$ cat config.mk
export PLATFORM = sky130hd
export DESIGN_NAME = fenced_slot_bump_allocator
export DESIGN_NICKNAME = d
export VERILOG_FILES = /design/src/rtl/core/fsba_pkg.sv /design/src/rtl/core/fsba_slot_store.sv /design/src/rtl/core/fenced_slot_bump_allocator.sv
export SDC_FILE = /design/constraint.sdc
export NUM_CORES = 2
export LEC_CHECK = 0
export ABC_CLOCK_PERIOD_IN_PS = 25000
export BUFFER_PORTS_ARGS = -buffer_cell sky130_fd_sc_hd__buf_2
export CORE_MARGIN = 10
export CORE_UTILIZATION = 55
export CTS_CLUSTER_DIAMETER = 80
export CTS_CLUSTER_SIZE = 28
export DETAILED_ROUTE_END_ITERATION = 16
export PLACE_DENSITY = 0.76
export SYNTH_ARGS = -nofsm -noshare
export SYNTH_HDL_FRONTEND = slang
export SYNTH_SLANG_ARGS = --single-unit
$ cat constraint.sdc
create_clock -name i_clk -period 25 [get_ports i_clk]
set_input_delay 5 -clock i_clk [delete_from_list [all_inputs] [get_ports i_clk]]
set_output_delay 5 -clock i_clk [all_outputs]
set_load 0.005 [all_outputs]
$ cat src/rtl/core/fsba_pkg.sv
// fsba_pkg: shared types and codes of the fenced slot bump allocator
// holds command and result word layouts, slot entry layout, opcodes and status codes
// no dependencies
package fsba_pkg;

    localparam int CFG_IDX_W = 2;

    localparam logic [CFG_IDX_W-1:0] CFG_CPU_BASE   = 2'd0;
    localparam logic [CFG_IDX_W-1:0] CFG_GPU_BASE   = 2'd1;
    localparam logic [CFG_IDX_W-1:0] CFG_SLOT_COUNT = 2'd2;
    localparam logic [CFG_IDX_W-1:0] CFG_SLOT_BYTES = 2'd3;

    localparam logic [2:0] OP_BEGIN = 3'd0;
    localparam logic [2:0] OP_ALLOC = 3'd1;
    localparam logic [2:0] OP_SEAL  = 3'd2;
    localparam logic [2:0] OP_ABORT = 3'd3;
    localparam logic [2:0] OP_QUERY = 3'd4;

    localparam logic [2:0] ST_OK    = 3'd0;
    localparam logic [2:0] ST_PRE   = 3'd1;
    localparam logic [2:0] ST_BUSY  = 3'd2;
    localparam logic [2:0] ST_TOKEN = 3'd3;
    localparam logic [2:0] ST_EXH   = 3'd4;

    localparam logic [1:0] PH_EMPTY  = 2'd0;
    localparam logic [1:0] PH_OPEN   = 2'd1;
    localparam logic [1:0] PH_SEALED = 2'd2;

    typedef struct packed {
        logic [2:0]  opcode;
        logic [7:0]  slot_sel;
        logic [63:0] token;
        logic        fence_done;
        logic [31:0] alloc_bytes;
        logic [4:0]  align_log2;
    } t_cmd;

    typedef struct packed {
        logic [2:0]  status;
        logic [63:0] cpu_addr;
        logic [63:0] dev_addr;
        logic [35:0] slice_offset;
        logic [31:0] slice_bytes;
        logic [31:0] used_bytes;
    } t_res;

    typedef struct packed {
        logic [1:0]  phase;
        logic [31:0] fill;
        logic [63:0] token;
    } t_slot_ent;

endpackage

$ cat src/rtl/core/fsba_slot_store.sv
// fsba_slot_store: per-slot state memory with one write and one registered read port
// unwritten slots read as empty through per-slot valid flops cleared by reset
// depends on fsba_pkg
module fsba_slot_store #(
    parameter int DEPTH = 16,
    parameter int AW    = 4
) (
    input  logic                  i_clk,
    input  logic                  i_rst_n,
    input  logic                  i_rd_en,
    input  logic [AW-1:0]         i_rd_addr,
    input  logic                  i_wr_en,
    input  logic [AW-1:0]         i_wr_addr,
    input  fsba_pkg::t_slot_ent   i_wr_ent,
    output fsba_pkg::t_slot_ent   o_rd_ent
);
    import fsba_pkg::*;

    t_slot_ent              r_mem [DEPTH];
    t_slot_ent              r_rd_ent;
    logic [DEPTH-1:0]       r_vld;
    logic                   r_rd_hit;

    always_ff @(posedge i_clk) begin
        if (i_wr_en) begin
            r_mem[i_wr_addr] <= i_wr_ent;
        end
        if (i_rd_en) begin
            r_rd_ent <= r_mem[i_rd_addr];
        end
    end

    always_ff @(posedge i_clk) begin
        if (!i_rst_n) begin
            r_vld    <= '0;
            r_rd_hit <= 1'b0;
        end else begin
            if (i_wr_en) begin
                r_vld[i_wr_addr] <= 1'b1;
            end
            if (i_rd_en) begin
                r_rd_hit <= r_vld[i_rd_addr];
            end
        end
    end

    // slot never written reads as empty, zero fill, zero token
    assign o_rd_ent = r_rd_hit ? r_rd_ent : '0;

`ifndef SYNTHESIS
    a_wr_sets_valid: assert property (@(posedge i_clk) disable iff (!i_rst_n)
        i_wr_en |=> r_vld[$past(i_wr_addr)])
        else $error("written slot not marked valid");

    a_rd_after_wr: assert property (@(posedge i_clk) disable iff (!i_rst_n)
        (i_wr_en && i_rd_en && (i_wr_addr == i_rd_addr)) |=> 1'b0)
        else $error("read and write of the same slot in one cycle");

    a_empty_unwritten: assert property (@(posedge i_clk) disable iff (!i_rst_n)
        !r_rd_hit |-> (o_rd_ent.phase == PH_EMPTY))
        else $error("unwritten slot does not read as empty");
`endif

endmodule

$ cat src/rtl/core/fenced_slot_bump_allocator.sv
// fenced_slot_bump_allocator: ring of slots with open/seal/fence tracking and bump allocation
// sequence: slot read, base add, then for alloc fill add, rounding, alignment and end sum,
// then decision, write-back and result strobe; busy stays high until the write-back,
// and the address chain runs one 64-bit add per cycle after the slot memory read
// reset: synchronous active low; all slots read empty at once through per-slot valid flops
// depends on fsba_pkg and fsba_slot_store
module fenced_slot_bump_allocator #(
    parameter int MAX_SLOTS = 16
) (
    input  logic                              i_clk,
    input  logic                              i_rst_n,
    input  logic                              i_start,
    output logic                              o_busy,
    input  fsba_pkg::t_cmd                    i_cmd,
    output logic                              o_res_valid,
    output fsba_pkg::t_res                    o_res,
    input  logic                              i_cfg_valid,
    output logic                              o_cfg_ready,
    input  logic [fsba_pkg::CFG_IDX_W-1:0]    i_cfg_index,
    input  logic [63:0]                       i_cfg_data
);
    import fsba_pkg::*;

    localparam int AW = (MAX_SLOTS > 1) ? $clog2(MAX_SLOTS) : 1;
    localparam logic [8:0] MaxSlotsW = 9'(MAX_SLOTS);

    typedef enum logic [2:0] {
        S_IDLE, S_RD, S_A1, S_A2, S_A3, S_A4, S_A5, S_FIN
    } t_state;

    t_state       r_state;
    logic         r_busy;
    logic         r_res_vld;
    t_res         r_res;
    t_cmd         r_cmd;
    logic         r_go;

    logic [63:0]  r_cpu_base;
    logic [63:0]  r_gpu_base;
    logic [4:0]   r_slot_count;
    logic [31:0]  r_slot_bytes;

    logic [39:0]  r_off;
    t_slot_ent    r_ent;
    logic [64:0]  r_sum1;
    logic [64:0]  r_sum2;
    logic [64:0]  r_sum3;
    logic [30:0]  r_mask;
    logic         r_ovf;
    logic [63:0]  r_aligned;
    logic [33:0]  r_local;
    logic [34:0]  r_end;
    logic [40:0]  r_soff;

    t_slot_ent    rd_ent;
    t_slot_ent    n_ent;
    logic         n_wr;
    t_res         n_res;
    logic         idx_ok;
    logic         op_ok;
    logic         accept;
    logic         cfg_wr;
    logic [63:0]  aligned;

    assign accept      = i_start && !r_busy;
    assign cfg_wr      = i_cfg_valid && o_cfg_ready;
    assign o_cfg_ready = !r_busy && !i_start;
    assign o_busy      = r_busy;
    assign o_res_valid = r_res_vld;
    assign o_res       = r_res;

    assign idx_ok = ({3'b0, r_slot_count} > r_cmd.slot_sel)
                    && ({1'b0, r_cmd.slot_sel} < MaxSlotsW);
    assign op_ok  = (r_cmd.opcode == OP_BEGIN) || (r_cmd.opcode == OP_ALLOC)
                    || (r_cmd.opcode == OP_SEAL) || (r_cmd.opcode == OP_ABORT)
                    || (r_cmd.opcode == OP_QUERY);
    assign aligned = r_sum3[63:0] & ~{33'b0, r_mask};

    fsba_slot_store #(
        .DEPTH (MAX_SLOTS),
        .AW    (AW)
    ) u_store (
        .i_clk     (i_clk),
        .i_rst_n   (i_rst_n),
        .i_rd_en   (r_state == S_RD),
        .i_rd_addr (r_cmd.slot_sel[AW-1:0]),
        .i_wr_en   (n_wr),
        .i_wr_addr (r_cmd.slot_sel[AW-1:0]),
        .i_wr_ent  (n_ent),
        .o_rd_ent  (rd_ent)
    );

    always_ff @(posedge i_clk) begin
        if (!i_rst_n) begin
            r_cpu_base   <= '0;
            r_gpu_base   <= '0;
            r_slot_count <= '0;
            r_slot_bytes <= '0;
        end else if (cfg_wr) begin
            unique case (i_cfg_index)
                CFG_CPU_BASE:   r_cpu_base   <= i_cfg_data;
                CFG_GPU_BASE:   r_gpu_base   <= i_cfg_data;
                CFG_SLOT_COUNT: r_slot_count <= i_cfg_data[4:0];
                CFG_SLOT_BYTES: r_slot_bytes <= i_cfg_data[31:0];
                default: ;
            endcase
        end
    end

    // final decision and write-back of the slot entry
    always_comb begin
        n_ent        = r_ent;
        n_wr         = 1'b0;
        n_res        = '0;
        n_res.status = ST_PRE;
        if (r_state == S_FIN && r_go) begin
            case (r_cmd.opcode)
                OP_BEGIN: begin
                    if (r_ent.phase == PH_OPEN) begin
                        n_res.status = ST_BUSY;
                    end else if (r_ent.phase == PH_SEALED && !r_cmd.fence_done) begin
                        n_res.status = ST_BUSY;
                    end else if (r_ent.phase == PH_SEALED
                                 && (r_cmd.token == '0 || r_cmd.token != r_ent.token)) begin
                        n_res.status = ST_TOKEN;
                    end else begin
                        n_ent.phase  = PH_OPEN;
                        n_ent.fill   = '0;
                        n_ent.token  = '0;
                        n_wr         = 1'b1;
                        n_res.status = ST_OK;
                    end
                end
                OP_ALLOC: begin
                    if (r_cmd.alloc_bytes == '0) begin
                        n_res.status = ST_PRE;
                    end else if (r_ent.phase != PH_OPEN) begin
                        n_res.status = ST_BUSY;
                    end else if (r_ovf || (r_end > {3'b0, r_slot_bytes})) begin
                        n_res.status = ST_EXH;
                    end else begin
                        n_ent.fill         = r_end[31:0];
                        n_wr               = 1'b1;
                        n_res.status       = ST_OK;
                        n_res.cpu_addr     = r_aligned;
                        n_res.dev_addr     = r_gpu_base + {23'b0, r_soff};
                        n_res.slice_offset = r_soff[35:0];
                        n_res.slice_bytes  = r_cmd.alloc_bytes;
                    end
                end
                OP_SEAL: begin
                    if (r_cmd.token == '0) begin
                        n_res.status = ST_PRE;
                    end else if (r_ent.phase != PH_OPEN) begin
                        n_res.status = ST_BUSY;
                    end else begin
                        n_ent.phase  = PH_SEALED;
                        n_ent.token  = r_cmd.token;
                        n_wr         = 1'b1;
                        n_res.status = ST_OK;
                    end
                end
                OP_ABORT: begin
                    if (r_ent.phase != PH_OPEN) begin
                        n_res.status = ST_BUSY;
                    end else begin
                        n_ent.phase  = PH_EMPTY;
                        n_ent.fill   = '0;
                        n_wr         = 1'b1;
                        n_res.status = ST_OK;
                    end
                end
                default: begin
                    n_res.used_bytes = r_ent.fill;
                    n_res.status     = ST_OK;
                end
            endcase
        end
    end

    always_ff @(posedge i_clk) begin
        if (!i_rst_n) begin
            r_state   <= S_IDLE;
            r_busy    <= 1'b0;
            r_res_vld <= 1'b0;
        end else begin
            r_res_vld <= 1'b0;
            unique case (r_state)
                S_IDLE: begin
                    if (accept) begin
                        r_cmd   <= i_cmd;
                        r_busy  <= 1'b1;
                        r_state <= S_RD;
                    end
                end
                S_RD: begin
                    r_go    <= idx_ok && op_ok;
                    r_off   <= {32'b0, r_cmd.slot_sel} * {8'b0, r_slot_bytes};
                    r_state <= S_A1;
                end
                S_A1: begin
                    r_ent   <= rd_ent;
                    r_sum1  <= {1'b0, r_cpu_base} + {25'b0, r_off};
                    r_state <= (r_cmd.opcode == OP_ALLOC) ? S_A2 : S_FIN;
                end
                S_A2: begin
                    r_sum2  <= {1'b0, r_sum1[63:0]} + {33'b0, r_ent.fill};
                    r_ovf   <= r_sum1[64];
                    r_mask  <= 31'((32'd1 << r_cmd.align_log2) - 32'd1);
                    r_state <= S_A3;
                end
                S_A3: begin
                    r_sum3  <= {1'b0, r_sum2[63:0]} + {34'b0, r_mask};
                    r_ovf   <= r_ovf || r_sum2[64];
                    r_state <= S_A4;
                end
                S_A4: begin
                    r_aligned <= aligned;
                    r_local   <= 34'(aligned - r_sum1[63:0]);
                    r_ovf     <= r_ovf || r_sum3[64];
                    r_state   <= S_A5;
                end
                S_A5: begin
                    r_end   <= {1'b0, r_local} + {3'b0, r_cmd.alloc_bytes};
                    r_soff  <= {1'b0, r_off} + {7'b0, r_local};
                    r_state <= S_FIN;
                end
                S_FIN: begin
                    r_res     <= n_res;
                    r_res_vld <= 1'b1;
                    r_busy    <= 1'b0;
                    r_state   <= S_IDLE;
                end
                default: r_state <= S_IDLE;
            endcase
        end
    end

`ifndef SYNTHESIS
    a_accept_sets_busy: assert property (@(posedge i_clk) disable iff (!i_rst_n)
        (i_start && !o_busy) |=> o_busy)
        else $error("accepted command did not raise busy");

    a_result_when_idle: assert property (@(posedge i_clk) disable iff (!i_rst_n)
        o_res_valid |-> (!o_busy && $past(r_state == S_FIN)))
        else $error("result word outside the end of a command");

    a_fail_zero_fields: assert property (@(posedge i_clk) disable iff (!i_rst_n)
        (o_res_valid && o_res.status != ST_OK)
        |-> (o_res.cpu_addr == '0 && o_res.slice_bytes == '0 && o_res.used_bytes == '0))
        else $error("failed command carries nonzero payload");

    a_alloc_fill_bound: assert property (@(posedge i_clk) disable iff (!i_rst_n)
        (n_wr && r_cmd.opcode == OP_ALLOC) |-> ({3'b0, n_ent.fill} <= {3'b0, r_slot_bytes}))
        else $error("alloc wrote a fill level past the slot size");

    a_no_write_if_rejected: assert property (@(posedge i_clk) disable iff (!i_rst_n)
        n_wr |-> (r_go && n_res.status == ST_OK))
        else $error("slot written by a rejected command");
`endif

endmodule

==> results.ini <==
[synth]
ys_seq_area_share_pct = 65.2
synth_edf_count = 2550
synth_seq_cells = 2737
synthArstFlopShare_pct = 0
synth_area_um2 = 123000
synth_cells = 7867
synthFlopType = edfxtp_1
syn_nets = 8578
post_synth.cell_area_avg_um2 = 15.7
yosys_warnings = 0
yosysUniqueCellTypes = 109

[hold_path]
hold_path.class = flip-flop to flip-flop
whs_path_depth = 0

[timing]
rsz0062_at_grt = no
post-route-period-util_pct = 41.9
setup-tns-final_ps = 0
holdWs_ps = 421
fin_skew_ps = 54.8
finalSetupViolCount = 0
period_minus_slack_ps = 10470
final_max_slew_viol_count = 0
fmax_ghz = 0.0955
hold_viol = 0
layout_setup_ws_ps = 14530
max_slew_margin_pct = 18.2
worst_pin_slew_ps = 1220

[clock_network]
clock_latency_ps = 870
htreeDepth = 4
cts_buffers = 132
cts_setup_buffers = 0
cts_sinks = 2737
cts_tree = done
cts-root-buf = clkbuf_16
postCtsHoldBufs = 0
cts_buffer_depth = 3
path_clk_slew_ps = 100
ctsResizeCount = 0

[floorplan]
io_pins = 417
dieArea_um2 = 243000
dieWidth_um = 493
rows = 173
start_util_pct = 55.4
die_y_um = 493
core_area_um2 = 223000

[layout]
regArea_um2 = 80300
syn_to_final_growth_pct = 7.92
final_cell_area_um2 = 133000
final_cell_mix = edfxtp_1 (2,550), nand2_1 (592), mux4_2 (495)
final_core_util_pct = 59.7
drive_above_1_share_pct = 15.7
fin_nets = 8906
multi_input_area_um2 = 40600
fillers = 16400
final_common_cell = edfxtp_1

[run_status]
status = finished, final reports clean

[critical_path]
cp.arrival_ps = 5470
crit_path_cell_trace = buf_2, nor2_1, buf_2
timing.critical_path.mode_cell = buf_2
path_max_fanout = 4
crit_type = primary input to primary output
crit_family = buffers and inverters
crit_cells = 3
worstPathRequired_ps = 20000
max_stage_delay_ps = 190
path_buf_inv = 2
r2r.worst_path.cells = 21
crit_path_start_kind = primary input
cp_slowest_cell = nor2_1
end_kind = primary output

[grt]
antenna_found_initial = 17
grt_pass1_wl_um = 478000
grt_start_max_net_pins = 177
grt_pass1_vias = 70600
grt.total_usage_pct = 26.5
overflow = 0

[drt]
drt-vias-per-instance = 6.33
drc = 0
wl_per_cell_um = 29.2
postRouteAntennaNets = 0
vias = 71100
drt_iter0_markers = 8008
wl_um = 329000
dr.pass1.iters = 6

[placement]
dp_hpwl_um = 215000
port_buffers = 416
placed_area_um2 = 129000
dp_slack_ps = 14530
gp_congestion = 0.959

[power]
p_leak_uw = 0.0471
powerDensity_nw_per_um2 = 63.9
peakVddDrop_uv = 77.7

[run]
max_cap_viol_count = 0

cell usage after synthesis (187+ instances only):
master / number / area, um2
edfxtp_1: 2550 / 76600
ha_1: 341 / 4270
nor2_1: 354 / 1330
fa_1: 187 / 3740
clkbuf_1: 241 / 905
a21oi_1: 262 / 1310
mux4_2: 495 / 11100
and2_1: 361 / 2260
xnor2_1: 294 / 2570
nand2_1: 593 / 2230
dfxtp_1: 187 / 3740
inv_1: 313 / 1170
metrics by stage:
step           instances  total power [uW]
2_1_floorplan       7867              5790
3_3_place_gp       11000              6040
3_5_place_dp       11000              6060
4_1_cts            11200              8520
5_1_grt            11200              8740
6_report           11200              8490
routing by layer:
metal	GRT usage, %	wire length (um)	vias to the layer above
li1	-	-	30400
met1	34.6	123000	36200
met2	42.4	155000	3785
met3	4.17	27900	680
met4	15.3	22600	6
met5	0	37	-
final cells by class:
class | count | area share [%]
clock buffer | 149 | 2.59
sequential | 2737 | 60.4
timing repair buffer | 511 | 2.21
tap | 2975 | 2.80
multi-input combinational | 4497 | 30.5
antenna | 5 | 0.00941
inverter | 316 | 0.898
clock inverter | 48 | 0.529
state kept, by name, indices dropped and copies added (netlist names), 3 cells and up:
register	flops
r_sum2	65
r_slot_count	5
r_sum1	65
u_store.r_mem	1568
r_ent	98
r_state	3
r_soff	41
r_end	35
r_gpu_base	64
u_store.r_rd_ent	98
r_mask	31
r_aligned	64
r_cmd	113
o_res	231
r_off	40
r_slot_bytes	32
r_local	34
r_sum3	65
r_cpu_base	64
u_store.r_vld	16
where the power goes:
group	internal, uW	switching [uW]	total, uW
clock network	1060	1470	2520
logic	290	463	754
registers	5120	91.8	5210
path summary, 6_finish.rpt:
check / to / slack, ps / start
worst max-delay path: o_cfg_ready / 14530 / i_start
worst min register to register: r_aligned[49]$_DFFE_PP_ / 420 / r_sum3[49]$_DFFE_PP_
worst max register to register: r_off[36]$_DFFE_PP_ / 17810 / r_cmd[104]$_DFFE_PP_
worst min-delay path: r_aligned[49]$_DFFE_PP_ / 420 / r_sum3[49]$_DFFE_PP_
kinds of logic (layout without fill, tap and decap cells):
group / Yosys count / count (layout) / synth area share, %
adder cells (fa/ha/maj): 528 / 528 / 6.50
other: 0 / 5 / 0
XOR/XNOR: 425 / 425 / 3.02
buffers and inverters: 633 / 1024 / 1.97
AND/OR/NAND/NOR: 1871 / 1871 / 7.58
multiplexers: 502 / 502 / 9.11
flip-flops: 2737 / 2737 / 65.2
AO/OA/AOI/OAI: 1171 / 1171 / 6.61
Note: power is estimated with default switching activity, not from simulation.
